`config.mk`:
```
export PLATFORM = sky130hd
export DESIGN_NAME = josephus_elimination_order_flat
export DESIGN_NICKNAME = d
export VERILOG_FILES = /design/src/rtl/core/jos_pkg.sv /design/src/rtl/core/jos_if.sv /design/src/rtl/core/jos_dp.sv /design/src/rtl/core/jos_ctrl.sv /design/src/rtl/core/josephus_elimination_order.sv /design/src/flat_wrapper.sv
export SDC_FILE = /design/constraint.sdc
export NUM_CORES = 1
export LEC_CHECK = 0
export BUFFER_PORTS_ARGS = -buffer_cell sky130_fd_sc_hd__buf_2
export CAP_MARGIN = 10
export CORE_MARGIN = 2
export CORE_UTILIZATION = 65
export CTS_CLUSTER_SIZE = 25
export DETAILED_ROUTE_END_ITERATION = 7
export PLACE_DENSITY_LB_ADDON = 0.12
export SYNTH_ARGS = -nofsm -noshare
export SYNTH_HDL_FRONTEND = slang
export SYNTH_SLANG_ARGS = --single-unit
```
`constraint.sdc`:
```
create_clock -name i_clk -period 10.7 [get_ports i_clk]
set_clock_uncertainty 0.2 [all_clocks]
set_input_delay 1.07 -clock i_clk [delete_from_list [all_inputs] [get_ports i_clk]]
set_output_delay 1.07 -clock i_clk [all_outputs]
set_load 0.02 [all_outputs]
```
`src/rtl/core/jos_pkg.sv`:
```
package jos_pkg;

    // Ring capacity and derived index width
    localparam int MAX_ENTRIES = 64;
    localparam int IDX_W       = $clog2(MAX_ENTRIES);

    // Field widths of the words on the channels
    localparam int SIZE_W  = 7;
    localparam int STEP_W  = 10;
    localparam int LABEL_W = 7;

    // Commands from the controller to the datapath
    typedef struct packed {
        logic load;      // latch a new problem
        logic build_wr;  // write one ring link
        logic prime;     // reload step counter after the build
        logic advance;   // move one entry along the ring
        logic remove;    // unlink the current entry and emit it
        logic finish;    // emit the survivor
    } t_dp_cmd;

    // Status from the datapath to the controller
    typedef struct packed {
        logic build_done;
        logic cnt_zero;
        logic rem_one;
        logic rem_two;
        logic out_free;
    } t_dp_status;

endpackage

```
`src/rtl/core/jos_if.sv`:
```
interface jos_in_if;
    import jos_pkg::*;

    logic               valid;
    logic               ready;
    logic [SIZE_W-1:0]  circle_size;
    logic [SIZE_W-1:0]  start_position;
    logic [STEP_W-1:0]  step_count;

    modport source (output valid, circle_size, start_position, step_count, input ready);
    modport sink   (input valid, circle_size, start_position, step_count, output ready);
endinterface

interface jos_out_if;
    import jos_pkg::*;

    logic               valid;
    logic               ready;
    logic [LABEL_W-1:0] removed_label;
    logic               last_of_run;

    modport source (output valid, removed_label, last_of_run, input ready);
    modport sink   (input valid, removed_label, last_of_run, output ready);
endinterface

```
`src/rtl/core/jos_dp.sv`:
```
module jos_dp (
    input  logic                    i_clk,
    input  logic                    i_rst_n,
    input  jos_pkg::t_dp_cmd        i_cmd,
    output jos_pkg::t_dp_status     o_status,
    input  logic [jos_pkg::SIZE_W-1:0]  i_circle_size,
    input  logic [jos_pkg::SIZE_W-1:0]  i_start_position,
    input  logic [jos_pkg::STEP_W-1:0]  i_step_count,
    output logic                    o_out_valid,
    input  logic                    i_out_ready,
    output logic [jos_pkg::LABEL_W-1:0] o_removed_label,
    output logic                    o_last_of_run
);
    import jos_pkg::*;

    // Successor links, one per ring entry
    logic [IDX_W-1:0]   mem [MAX_ENTRIES];
    logic [IDX_W-1:0]   r_q;

    logic [SIZE_W-1:0]  r_size;
    logic [STEP_W-1:0]  r_step;
    logic [IDX_W-1:0]   r_cur;
    logic [IDX_W-1:0]   r_prev;
    logic [IDX_W-1:0]   r_idx;
    logic [SIZE_W-1:0]  r_rem;
    logic [STEP_W-1:0]  r_cnt;
    logic               r_out_valid;
    logic [LABEL_W-1:0] r_label;
    logic               r_last;

    logic [SIZE_W-1:0]  sat_size;
    logic [SIZE_W-1:0]  sat_start;
    logic [STEP_W-1:0]  sat_step;
    logic [IDX_W-1:0]   last_idx;
    logic [IDX_W-1:0]   n_cur;
    logic               wr_en;
    logic [IDX_W-1:0]   wr_addr;
    logic [IDX_W-1:0]   wr_data;
    logic               out_free;

    // Clamp the incoming problem to legal values
    always_comb begin
        if (i_circle_size == '0) begin
            sat_size = SIZE_W'(1);
        end else if (i_circle_size > SIZE_W'(MAX_ENTRIES)) begin
            sat_size = SIZE_W'(MAX_ENTRIES);
        end else begin
            sat_size = i_circle_size;
        end
        if (i_start_position == '0) begin
            sat_start = SIZE_W'(1);
        end else if (i_start_position > sat_size) begin
            sat_start = sat_size;
        end else begin
            sat_start = i_start_position;
        end
        sat_step = (i_step_count == '0) ? STEP_W'(1) : i_step_count;
    end

    assign last_idx = IDX_W'(r_size - SIZE_W'(1));
    assign out_free = !r_out_valid || i_out_ready;

    // Pick the next current entry; the read port follows it
    always_comb begin
        if (i_cmd.load) begin
            n_cur = IDX_W'(sat_start - SIZE_W'(1));
        end else if (i_cmd.advance || i_cmd.remove) begin
            n_cur = r_q;
        end else begin
            n_cur = r_cur;
        end
    end

    // Share the write port between ring build and unlink
    always_comb begin
        wr_en = i_cmd.build_wr || i_cmd.remove;
        if (i_cmd.build_wr) begin
            wr_addr = r_idx;
            wr_data = (r_idx == last_idx) ? '0 : r_idx + IDX_W'(1);
        end else begin
            wr_addr = r_prev;
            wr_data = r_q;
        end
    end

    // Successor memory with registered read
    always_ff @(posedge i_clk) begin
        if (wr_en) begin
            mem[wr_addr] <= wr_data;
        end
        r_q <= mem[n_cur];
    end

    // Ring walk registers
    always_ff @(posedge i_clk) begin
        if (!i_rst_n) begin
            r_cur  <= '0;
            r_prev <= '0;
            r_rem  <= '0;
            r_idx  <= '0;
            r_cnt  <= '0;
            r_size <= '0;
            r_step <= '0;
        end else begin
            r_cur <= n_cur;
            if (i_cmd.load) begin
                r_size <= sat_size;
                r_step <= sat_step;
                r_rem  <= sat_size;
                r_idx  <= '0;
                r_prev <= (sat_start == SIZE_W'(1)) ? IDX_W'(sat_size - SIZE_W'(1))
                                                    : IDX_W'(sat_start - SIZE_W'(2));
            end
            if (i_cmd.build_wr) begin
                r_idx <= r_idx + IDX_W'(1);
            end
            if (i_cmd.advance) begin
                r_prev <= r_cur;
                r_cnt  <= r_cnt - STEP_W'(1);
            end
            if (i_cmd.prime || i_cmd.remove) begin
                r_cnt <= r_step - STEP_W'(1);
            end
            if (i_cmd.remove) begin
                r_rem <= r_rem - SIZE_W'(1);
            end
        end
    end

    // Output register: hold the word until taken
    always_ff @(posedge i_clk) begin
        if (!i_rst_n) begin
            r_out_valid <= 1'b0;
        end else if (i_cmd.remove || i_cmd.finish) begin
            r_out_valid <= 1'b1;
        end else if (i_out_ready) begin
            r_out_valid <= 1'b0;
        end
    end

    always_ff @(posedge i_clk) begin
        if (i_cmd.remove || i_cmd.finish) begin
            r_label <= LABEL_W'(r_cur) + LABEL_W'(1);
            r_last  <= i_cmd.finish;
        end
    end

    assign o_out_valid     = r_out_valid;
    assign o_removed_label = r_label;
    assign o_last_of_run   = r_last;

    assign o_status.build_done = (r_idx == last_idx);
    assign o_status.cnt_zero   = (r_cnt == '0);
    assign o_status.rem_one    = (r_rem == SIZE_W'(1));
    assign o_status.rem_two    = (r_rem == SIZE_W'(2));
    assign o_status.out_free   = out_free;

endmodule

```
`src/rtl/core/jos_ctrl.sv`:
```
module jos_ctrl (
    input  logic                i_clk,
    input  logic                i_rst_n,
    input  logic                i_in_valid,
    output logic                o_in_ready,
    input  jos_pkg::t_dp_status i_status,
    output jos_pkg::t_dp_cmd    o_cmd
);
    import jos_pkg::*;

    localparam logic [2:0] ST_IDLE   = 3'd0;
    localparam logic [2:0] ST_BUILD  = 3'd1;
    localparam logic [2:0] ST_PRIME  = 3'd2;
    localparam logic [2:0] ST_WALK   = 3'd3;
    localparam logic [2:0] ST_FINISH = 3'd4;

    logic [2:0] r_state;
    logic [2:0] n_state;

    // Sequence one problem: build, prime, walk and remove, emit survivor
    always_comb begin
        n_state    = r_state;
        o_cmd      = '0;
        o_in_ready = 1'b0;
        unique case (r_state)
            ST_IDLE: begin
                o_in_ready = 1'b1;
                if (i_in_valid) begin
                    o_cmd.load = 1'b1;
                    n_state    = ST_BUILD;
                end
            end
            ST_BUILD: begin
                o_cmd.build_wr = 1'b1;
                if (i_status.build_done) begin
                    n_state = ST_PRIME;
                end
            end
            ST_PRIME: begin
                o_cmd.prime = 1'b1;
                n_state = i_status.rem_one ? ST_FINISH : ST_WALK;
            end
            ST_WALK: begin
                if (!i_status.cnt_zero) begin
                    o_cmd.advance = 1'b1;
                end else if (i_status.out_free) begin
                    o_cmd.remove = 1'b1;
                    if (i_status.rem_two) begin
                        n_state = ST_FINISH;
                    end
                end
            end
            ST_FINISH: begin
                if (i_status.out_free) begin
                    o_cmd.finish = 1'b1;
                    n_state      = ST_IDLE;
                end
            end
            default: begin
                n_state = ST_IDLE;
            end
        endcase
    end

    always_ff @(posedge i_clk) begin
        if (!i_rst_n) begin
            r_state <= ST_IDLE;
        end else begin
            r_state <= n_state;
        end
    end

endmodule

```
`src/rtl/core/josephus_elimination_order.sv`:
```
// Josephus elimination order.
// Input channel i_item carries one problem per word: circle_size,
// start_position and step_count. Output channel o_result carries one word
// per removed label, in removal order, and then the survivor with
// last_of_run set. Size and start are clamped to 1..64 and 1..size, a step
// of zero acts as one.
// Per problem the block writes the size successor links of the ring into
// its 64-entry link memory, primes the memory read, then for each of the
// size-1 removals walks step_count-1 links, one link per cycle, and
// unlinks and emits the current entry; last it emits the survivor.
// One problem is in work at a time; i_item.ready is high only between
// problems.
// Reset clears the controller and the output register; the link memory
// needs no clearing since every problem writes its links before reading.
// When the receiver stalls, the output word holds and the walk pauses at
// the next removal; a new problem may be accepted while the survivor word
// still waits in the output register.
module josephus_elimination_order (
    input  logic        i_clk,
    input  logic        i_rst_n,
    jos_in_if.sink      i_item,
    jos_out_if.source   o_result
);
    import jos_pkg::*;

    t_dp_cmd    cmd;
    t_dp_status status;

    jos_ctrl u_ctrl (
        .i_clk      (i_clk),
        .i_rst_n    (i_rst_n),
        .i_in_valid (i_item.valid),
        .o_in_ready (i_item.ready),
        .i_status   (status),
        .o_cmd      (cmd)
    );

    jos_dp u_dp (
        .i_clk            (i_clk),
        .i_rst_n          (i_rst_n),
        .i_cmd            (cmd),
        .o_status         (status),
        .i_circle_size    (i_item.circle_size),
        .i_start_position (i_item.start_position),
        .i_step_count     (i_item.step_count),
        .o_out_valid      (o_result.valid),
        .i_out_ready      (o_result.ready),
        .o_removed_label  (o_result.removed_label),
        .o_last_of_run    (o_result.last_of_run)
    );

endmodule
```
`src/flat_wrapper.sv`:
```
// flat-port wrapper written by rule: the top's interface ports become plain ports
module josephus_elimination_order_flat import jos_pkg::*;
  (i_clk, i_rst_n, i_item_valid, i_item_circle_size, i_item_start_position, i_item_step_count, i_item_ready, o_result_valid, o_result_removed_label, o_result_last_of_run, o_result_ready);
  jos_in_if i_item_i ();
  jos_out_if o_result_i ();
  input  logic i_clk;
  input  logic i_rst_n;
  input wire logic [$bits(i_item_i.valid)-1:0] i_item_valid;
  input wire logic [$bits(i_item_i.circle_size)-1:0] i_item_circle_size;
  input wire logic [$bits(i_item_i.start_position)-1:0] i_item_start_position;
  input wire logic [$bits(i_item_i.step_count)-1:0] i_item_step_count;
  output wire logic [$bits(i_item_i.ready)-1:0] i_item_ready;
  output wire logic [$bits(o_result_i.valid)-1:0] o_result_valid;
  output wire logic [$bits(o_result_i.removed_label)-1:0] o_result_removed_label;
  output wire logic [$bits(o_result_i.last_of_run)-1:0] o_result_last_of_run;
  input wire logic [$bits(o_result_i.ready)-1:0] o_result_ready;
  assign i_item_i.valid = i_item_valid;
  assign i_item_i.circle_size = i_item_circle_size;
  assign i_item_i.start_position = i_item_start_position;
  assign i_item_i.step_count = i_item_step_count;
  assign i_item_ready = i_item_i.ready;
  assign o_result_valid = o_result_i.valid;
  assign o_result_removed_label = o_result_i.removed_label;
  assign o_result_last_of_run = o_result_i.last_of_run;
  assign o_result_i.ready = o_result_ready;
  josephus_elimination_order u_core (.i_clk(i_clk), .i_rst_n(i_rst_n), .i_item(i_item_i), .o_result(o_result_i));
endmodule
```
==> flow_summary.ini, run 1 <==
[status]
outcome = finished clean

[setup_path]
crit_family = simple AND/OR/NAND/NOR gates
critPathKind = input port to flip-flop
crit_slowest_cell = a31oi_4
worst_ep_required_time_ns = 10.93
startpoint_type = input port
cp_slowest_stage_delay_ns = 0.72
crit_path_max_fanout = 81
regToRegStartpoint = u_core.u_ctrl.r_state[2]$_SDFFE_PN0P_
r2r_slack_ns = 5.73
path_cells = buf_2 > or4_1 > nor2_1 > o21ai_2 > inv_2 > ha_1 > nand3b_1 > a21oi_2 > o21ai_4 > mux2i_1 > or2_2 > ha_1 > nor2_1 > a31oi_4 > nand2_8 > buf_4 > mux2_2 > nor2_1 > a21oi_1 > a211o_1 > nand3_1 > nand4_1
critPathBufInv = 3
cp_common_cell = nor2_1
rr_endpoint = u_core.u_dp.r_q[3]$_DFF_P_
arrival_ns = 6.89
crit_path_end_kind = flip-flop
cp-startpoint = i_item_circle_size[3]
worstRegToRegCells = 11

[finish]
final_common_cell = edfxtp_1
multiInputGateArea_sq_mm = 0.006940
design_area_sq_mm = 0.02226
layout.nets = 1614
fillers = 2066
drive_above_1_share_pct = 13.72
area_delta_synth_final_pct = 9.336
antenna_cells = 0
ff_latch_area_sq_mm = 0.01299
final_cell_mix = edfxtp_1, nor2_1, nand2_1

[drt]
vias = 12890
routed_via_density = 6.447
detail-route-antenna-nets = 0
wl_per_cell_um = 23.12
wl_um = 46250
drt_iter0_drc = 1813
dr.pass1.iters = 6
drc_errors = 0

[synth]
netlist_area_sq_mm = 0.02036
synth_edf_count = 392
ys_top_cells_by_area = edfxtp_1, dfxtp_1, mux2i_1
synth_seq_area_share_pct = 63.82
synthArstFlopShare_pct = 0
ys_warn_count = 0
synth_seq_cells = 453
synth_ff_type = edfxtp_1
syn-num-nets = 1606
synth.avg_cell_area_sq_um = 13.06
syn_inst = 1559
yosys.area.top_type_share_pct = 57.82
synth_largest_area_cell = edfxtp_1
synth.distinct_cells = 67

[clock_network]
cts_hold_buf = 0
cts_root_buffer = clkbuf_16
htreeDepth = 2
cts-resized-gates = 0
clk_pin_slew_ns = 0.06
clk_latency_ns = 0.55
cts.sinks = 453
post-cts-setup-buffers = 0
cts_tree = done
cts_buffers = 46
clockBufferDepth = 3

[global_route]
overflow = 0
grt_pass1_wl_um = 71690
grt_pass1_vias = 12340
grt_max_degree = 99
antenna_found_initial = 0
track_usage_pct = 28.39

[timing]
setup_tns_ns = 0
worst_slew_pin_slew_ns = 1.209
finalSetupViolations = 0
maxSlewViolCount = 0
min_period_over_period_pct = 62.25
timing.fmax_mhz = 150.1
fin_crit_ns = 6.661
whs_ns = 0.2705
timing.slew.headroom_pct = 18.94
rsz0062_at_grt = false
final_hold_viol_count = 0

[hold_path]
hold_end = u_core.u_dp.r_cnt[0]$_SDFFE_PN0P_
holdPathStages = 1
hp-class = flip-flop to flip-flop
hp-start = u_core.u_dp.r_step[0]$_SDFFE_PN0P_

[floorplanning]
coreArea_sq_mm = 0.03075
fp-row-count = 64
num_io_pins = 38
die_h_um = 181.0
die_w_um = 181.0
die_area_sq_mm = 0.03275
start_util_pct = 66.20

[placed_design]
dpl_cell_area_sq_mm = 0.02079
dp_hpwl_um = 27990
gp_congestion = 0.8491
io_buffers = 37

[power_and_ir_drop]
ir_drop_uv = 161.7
cellPowerDensity_mw_per_mm2 = 200.4
leakagePower_nw = 7.618

[job]
maxCapViolCount = 0
registers in the layout (all words and copies together) (netlist names):
name                         flops
u_core.u_dp.mem                384
u_core.u_dp.r_cnt               10
u_core.u_dp.r_step              10
u_core.u_dp.o_removed_label      7
u_core.u_dp.r_rem                7
u_core.u_dp.r_cur                6
u_core.u_dp.r_idx                6
u_core.u_dp.r_prev               6
u_core.u_dp.r_q                  6
u_core.u_dp.r_size               6
u_core.u_ctrl.r_state            3
u_core.u_dp.o_last_of_run        1
u_core.u_dp.o_out_valid          1
routing by layer:
metal  wire length (um)  share of wire, %  global-route usage, %  vias to the layer above
met5                  0                 0                 0.2963                        -
met2              21480                46                  44.23                      547
met1              20060                43                  42.62                     6374
met3               3723               8.1                  4.394                       81
li1                   -                 -                      -                     5891
met4                983               2.1                  6.764                        0
synthesized netlist by cell type (all sizes together) (34+ instances only):
| cell | n |
|---|---|
| clkbuf | 34 |
| nor2 | 159 |
| a21oi | 53 |
| buf | 58 |
| nand3 | 72 |
| edfxtp | 392 |
| dfxtp | 61 |
| mux2 | 81 |
| a211o | 48 |
| mux2i | 111 |
| nand2 | 120 |
| a211oi | 50 |
where the power goes:
group          total (mW)  switching [mW]  internal (mW)
registers            2.15          0.0397           2.11
logic               0.762           0.530          0.232
clock network        1.55           0.653          0.900
total                4.46            1.22           3.24
per-stage QoR:
step | power, mW | cells | util [%] | setup WS [ns]
floorplan | 2.686 | 1559 | - | 5.522
global placement | 2.915 | 1915 | 67.60 | 3.637
detailed placement | 2.930 | 1915 | 67.60 | 3.579
CTS | 4.466 | 2000 | 72.38 | 4.125
global route | 4.604 | 2000 | 72.38 | 3.698
finish | 4.461 | 2000 | 72.38 | 4.039
worst max-delay path by stage:
stage / end / slack, ns / cells after the start
5_1_grt: u_core.u_dp.r_q[3]$_DFF_P_ / 3.70 / 22
3_5_place_dp: u_core.u_dp.r_q[3]$_DFF_P_ / 3.58 / 22
2_1_floorplan: u_core.u_dp.mem[0][3]$_DFFE_PP_ / 5.52 / 7
6_report: u_core.u_dp.r_q[3]$_DFF_P_ / 4.04 / 22
4_1_cts: u_core.u_dp.r_q[1]$_DFF_P_ / 4.13 / 21
3_3_place_gp: u_core.u_dp.r_q[3]$_DFF_P_ / 3.64 / 22
cells by family (layout without fill, tap and decap cells):
group	Yosys count	after routing	synth area share (%)
buf+inv	108	153	2.643
fa+ha+maj	19	19	1.168
xor+xnor	36	36	1.549
compound gates	271	271	9.668
mux	192	192	10.08
simple gates	480	480	11.07
flops	453	453	63.82
layout make-up:
type / count / share of cell area (%)
clock buffer: 66 / 5.874
clock inverter: 19 / 0.7364
inverter: 16 / 0.2698
multi-input combinational: 998 / 31.18
sequential: 453 / 58.37
tap: 396 / 2.226
timing repair buffer: 52 / 1.338
Power figures use the tool's default switching activity.
==> run 2, diff against run 1 <==
Settings changed: CORE_UTILIZATION 65 to 57.
Clock period 10.7 ns to 5.7 ns, I/O delays scaled along.
==> flow_summary.ini, run 2 (synthesis gave the netlist of run 1 again) <==
[clock_network]
clockBufferDepth = 3
post-cts-setup-buffers = 0
cts.sinks = 453
cts_root_buffer = clkbuf_16
cts-resized-gates = 0
cts_buffers = 46
cts_tree = done
clk_latency_ns = 0.56
htreeDepth = 2
clk_pin_slew_ns = 0.06
cts_hold_buf = 0

[drt]
dr.pass1.iters = 6
detail-route-antenna-nets = 0
wl_um = 47320
vias = 12790
drc_errors = 0
drt_iter0_drc = 959
wl_per_cell_um = 22.68
routed_via_density = 6.129

[setup_path]
startpoint_type = input port
r2r_slack_ns = 1.44
worstRegToRegCells = 10
critPathKind = input port to flip-flop
crit_path_end_kind = flip-flop
regToRegStartpoint = u_core.u_ctrl.r_state[2]$_SDFFE_PN0P_
worst_ep_required_time_ns = 5.93
crit_path_max_fanout = 33
worstSetupEndpoint = u_core.u_dp.r_q[5]$_DFF_P_
cp-startpoint = i_item_circle_size[3]
rr_endpoint = u_core.u_dp.r_q[5]$_DFF_P_
arrival_ns = 5.39

[finish]
drive_above_1_share_pct = 14.58
layout.nets = 1634
reg.largest.list = u_core.u_dp.mem (384), u_core.u_dp.r_cnt (10), u_core.u_dp.r_step (10)
stdcell_count = 2086
final_common_cell = edfxtp_1
area_delta_synth_final_pct = 11.01
final_cell_mix = edfxtp_1, nor2_1, nand2_1
top_register = u_core.u_dp.mem
antenna_cells = 0
fillers = 2698
largest_register_ff_count = 384

[timing]
whs_ns = 0.07929
finalSetupViolations = 0
fin_crit_ns = 5.156
min_period_over_period_pct = 90.46
timing.slew.headroom_pct = 39.48
setup_tns_ns = 0
final_hold_viol_count = 0
rsz0062_at_grt = false
worst_slew_pin_slew_ns = 0.9078
timing.fmax_mhz = 193.9
finalWorstSetupSlack_ns = 0.5437
maxSlewViolCount = 0

[power_and_ir_drop]
leakagePower_nw = 7.748
cellPowerDensity_mw_per_mm2 = 375.5
p_clk_share_pct = 35.1
p_total_mw = 8.486
combPwrFrac_pct = 17.5
p_int_mw = 6.179
ir_drop_uv = 232.4
power_switching_mw = 2.307
p_seq_share_pct = 47.4
netSwitchingFraction_pct = 27.19

[floorplanning]
die_area_sq_mm = 0.03724
fp-row-count = 69
num_io_pins = 38
die_w_um = 193.0
coreArea_sq_mm = 0.03540
start_util_pct = 57.51
die_h_um = 193.0

[global_route]
antenna_found_initial = 0
overflow = 0
track_usage_pct = 25.67
grt_pass1_wl_um = 72000
grt_pass1_vias = 12440
grt_max_degree = 98

[job]
maxCapViolCount = 0

[placed_design]
dp_hpwl_um = 29530
gp_congestion = 0.8313
io_buffers = 37
place_inst = 2000
pre_cts_slack_ns = 0.02447

[hold_path]
hp-class = input port to flip-flop

[status]
outcome = finished clean
==> run 2: changes by cell type in the layout (fill, tap and decap cells not counted) <==
cell        previous run  this run
clkinvlp_4             1         2
clkbuf_16             47        49
clkinv_2               9         6
clkbuf_8               6         3
clkinv_1               5         8
buf_4                 15        28
bufinv_16              2         3
buf_12                 0         7
inv_6                  0         1
clkinv_8               2         0
clkbuf_1              13        14
==> run 2: layout make-up <==
| cell class | count | area (sq um) | area share [%] |
|---|---|---|---|
| inverters | 16 | 60.06 | 0.2658 |
| clock inverters | 20 | 173.9 | 0.7696 |
| multi-input cells | 998 | 6940 | 30.71 |
| flip-flops and latches | 453 | 12990 | 57.49 |
| repair buffers | 72 | 535.5 | 2.370 |
| clock buffers | 66 | 1320 | 5.841 |
| well taps | 461 | 576.8 | 2.552 |
==> run 2: per-layer routing <==
metal  part of all wire (%)  track usage (%)  vias up
met5                      0                0        -
met4                    1.8            6.643        0
met3                    5.7            3.186       68
met2                     48            42.61      383
met1                     44            36.27     6396
li1                       -                -     5939
==> run 2: worst min-delay path by stage <==
| stage | startpoint | to | cells past startpoint |
|---|---|---|---|
| after floorplan | u_core.u_dp.r_step[0]$_SDFFE_PN0P_ | u_core.u_dp.r_cnt[0]$_SDFFE_PN0P_ | 1 |
| after global placement | u_core.u_dp.r_step[0]$_SDFFE_PN0P_ | u_core.u_dp.r_cnt[0]$_SDFFE_PN0P_ | 1 |
| after detailed placement | u_core.u_dp.r_step[0]$_SDFFE_PN0P_ | u_core.u_dp.r_cnt[0]$_SDFFE_PN0P_ | 1 |
| after CTS | i_item_step_count[1] | u_core.u_dp.r_step[1]$_SDFFE_PN0P_ | 3 |
| after global routing | i_item_step_count[1] | u_core.u_dp.r_step[1]$_SDFFE_PN0P_ | 3 |
| final | i_item_step_count[1] | u_core.u_dp.r_step[1]$_SDFFE_PN0P_ | 3 |
==> run 2: critical path, stage by stage <==
cell,delay [ns]
buf_2,0.12
or4_1,0.54
nor2_1,0.13
o21ai_2,0.10
inv_2,0.08
ha_1,0.23
nand3_1,0.09
or2_1,0.17
o21ai_4,0.08
mux2i_1,0.12
or2_2,0.30
ha_1,0.29
nor2_1,0.06
a31oi_4,0.73
nand2_8,0.38
buf_12,0.29
buf_4,0.19
mux2i_1,0.16
a21oi_1,0.10
a211o_1,0.32
nand3_1,0.20
nand4_1,0.10
==> run 2: power groups by stage <==
stage | sequential [mW] | combinational [mW] | clock [mW]
6_report | 4.02 | 1.48 | 2.98
3_5_place_dp | 4.09 | 1.47 | 0
2_1_floorplan | 4.09 | 0.954 | 0
4_1_cts | 4.02 | 1.48 | 3.01
3_3_place_gp | 4.09 | 1.45 | 0
5_1_grt | 4.02 | 1.59 | 3.14
==> run 2: per-stage QoR <==
step | area [sq um] | util [%]
6_report | 22600 | 63.85
5_1_grt | 22600 | 63.85
4_1_cts | 22600 | 63.85
3_5_place_dp | 21110 | 59.63
3_3_place_gp | 21110 | 59.63
2_1_floorplan | 20360 | -
==> run 3, diff against run 2 <==
Settings changed: HOLD_SLACK_MARGIN set to 0.12.
==> flow_summary.ini, run 3 (synthesis gave the netlist of run 1 again) <==
[clock_network]
cts_tree = done
clk_latency_ns = 0.56
htreeDepth = 2
cts_hold_buf = 10
cts.sinks = 453
cts_root_buffer = clkbuf_16
clockBufferDepth = 3
cts-resized-gates = 0
post-cts-setup-buffers = 0
cts_buffers = 46
clk_pin_slew_ns = 0.06

[placed_design]
pre_cts_slack_ns = 0.02447
dp_hpwl_um = 29530
io_buffers = 37
gp_congestion = 0.8313
place_inst = 2000
dpl_cell_area_sq_mm = 0.02111

[timing]
maxSlewViolCount = 0
timing.fmax_mhz = 194.0
fin_crit_ns = 5.156
finalSetupViolations = 0
setup_tns_ns = 0
whs_ns = 0.2364
timing.slew.headroom_pct = 40.02
finalWorstSetupSlack_ns = 0.5443
rsz0062_at_grt = false
min_period_over_period_pct = 90.45
worst_slew_pin_slew_ns = 0.8997
final_hold_viol_count = 0

[floorplanning]
start_util_pct = 57.51
num_io_pins = 38
fp-row-count = 69
die_area_sq_mm = 0.03724
die_w_um = 193.0
die_h_um = 193.0
coreArea_sq_mm = 0.03540

[finish]
final_cell_mix = edfxtp_1, nor2_1, nand2_1
stdcell_count = 2096
fillers = 2688
final_core_util_pct = 64.13
area_delta_synth_final_pct = 11.51
top_register = u_core.u_dp.mem
drive_above_1_share_pct = 14.50
design_area_sq_mm = 0.02270
antenna_cells = 0
reg.largest.list = u_core.u_dp.mem (384), u_core.u_dp.r_cnt (10), u_core.u_dp.r_step (10)
largest_register_ff_count = 384
final_common_cell = edfxtp_1
layout.nets = 1644

[global_route]
overflow = 0
grt_pass1_vias = 12490
grt_max_degree = 98
track_usage_pct = 25.74
antenna_found_initial = 0
grt_pass1_wl_um = 72210

[setup_path]
worst_ep_required_time_ns = 5.93
r2r_slack_ns = 1.45
path_cells = buf_2 > or4_1 > nor2_1 > o21ai_2 > inv_2 > ha_1 > nand3_1 > or2_1 > o21ai_4 > mux2i_1 > or2_2 > ha_1 > nor2_1 > a31oi_4 > nand2_8 > buf_12 > buf_4 > mux2i_1 > a21oi_1 > a211o_1 > nand3_1 > nand4_1
startpoint_type = input port
cp_slowest_stage_delay_ns = 0.73
crit_slowest_cell = a31oi_4
crit_path_max_fanout = 33
crit_path_end_kind = flip-flop
arrival_ns = 5.39
critPathKind = input port to flip-flop

[job]
maxCapViolCount = 0

[power_and_ir_drop]
cellPowerDensity_mw_per_mm2 = 373.9
p_total_mw = 8.488
leakagePower_nw = 7.789
ir_drop_uv = 232.8

[drt]
vias = 12870
drt_iter0_drc = 935
detail-route-antenna-nets = 0
drc_errors = 0
routed_via_density = 6.138
dr.pass1.iters = 6
wl_per_cell_um = 22.69
wl_um = 47560

[status]
outcome = finished clean

[hold_path]
hp-class = input port to flip-flop
[run 3: cell types whose count changed in the layout (fill, tap and decap cells not counted), sizes merged]
cell         change
dlygate4sd3     +10
[run 3: worst max-delay path: cells and delay by family]
family / cells / cell delay (ns)
mux: 2 / 0.28
buf+inv: 4 / 0.68
fa+ha+maj: 2 / 0.52
simple gates: 9 / 1.97
compound gates: 5 / 1.35
[run 3: path summary, 6_finish.rpt]
check                                                      startpoint  cells past startpoint                                    to
worst max-delay path                            i_item_circle_size[3]                     22            u_core.u_dp.r_q[5]$_DFF_P_
worst min-delay path                                   o_result_ready                      3  u_core.u_dp.o_out_valid$_SDFFE_PN0P_
worst max register to register  u_core.u_ctrl.r_state[2]$_SDFFE_PN0P_                     10            u_core.u_dp.r_q[5]$_DFF_P_
worst min register to register     u_core.u_dp.r_step[0]$_SDFFE_PN0P_                      1     u_core.u_dp.r_cnt[0]$_SDFFE_PN0P_
[run 3: area by class of cell]
type                    count  area, sq um  share of cell area [%]
clock buffers              66         1320                   5.815
clock inverters            20        173.9                  0.7662
inverters                  16        60.06                  0.2646
multi-input cells         998         6940                   30.58
flip-flops and latches    453        12990                   57.24
well taps                 461        576.8                   2.541
repair buffers             82        635.6                   2.800
[run 3: per-layer routing]
layer	up-vias	track usage [%]	share of wire, %
li1	5957	-	-
met4	0	6.643	1.9
met3	71	3.149	5.4
met5	-	0	0
met1	6433	36.35	44
met2	405	42.76	48
[run 3: where the power goes]
group	switching [mW]	leakage, nW	internal, mW	total, mW
clock	1.23	0.725	1.75	2.98
sequential	0.0652	4.05	3.95	4.02
combinational	1.01	3.01	0.482	1.49
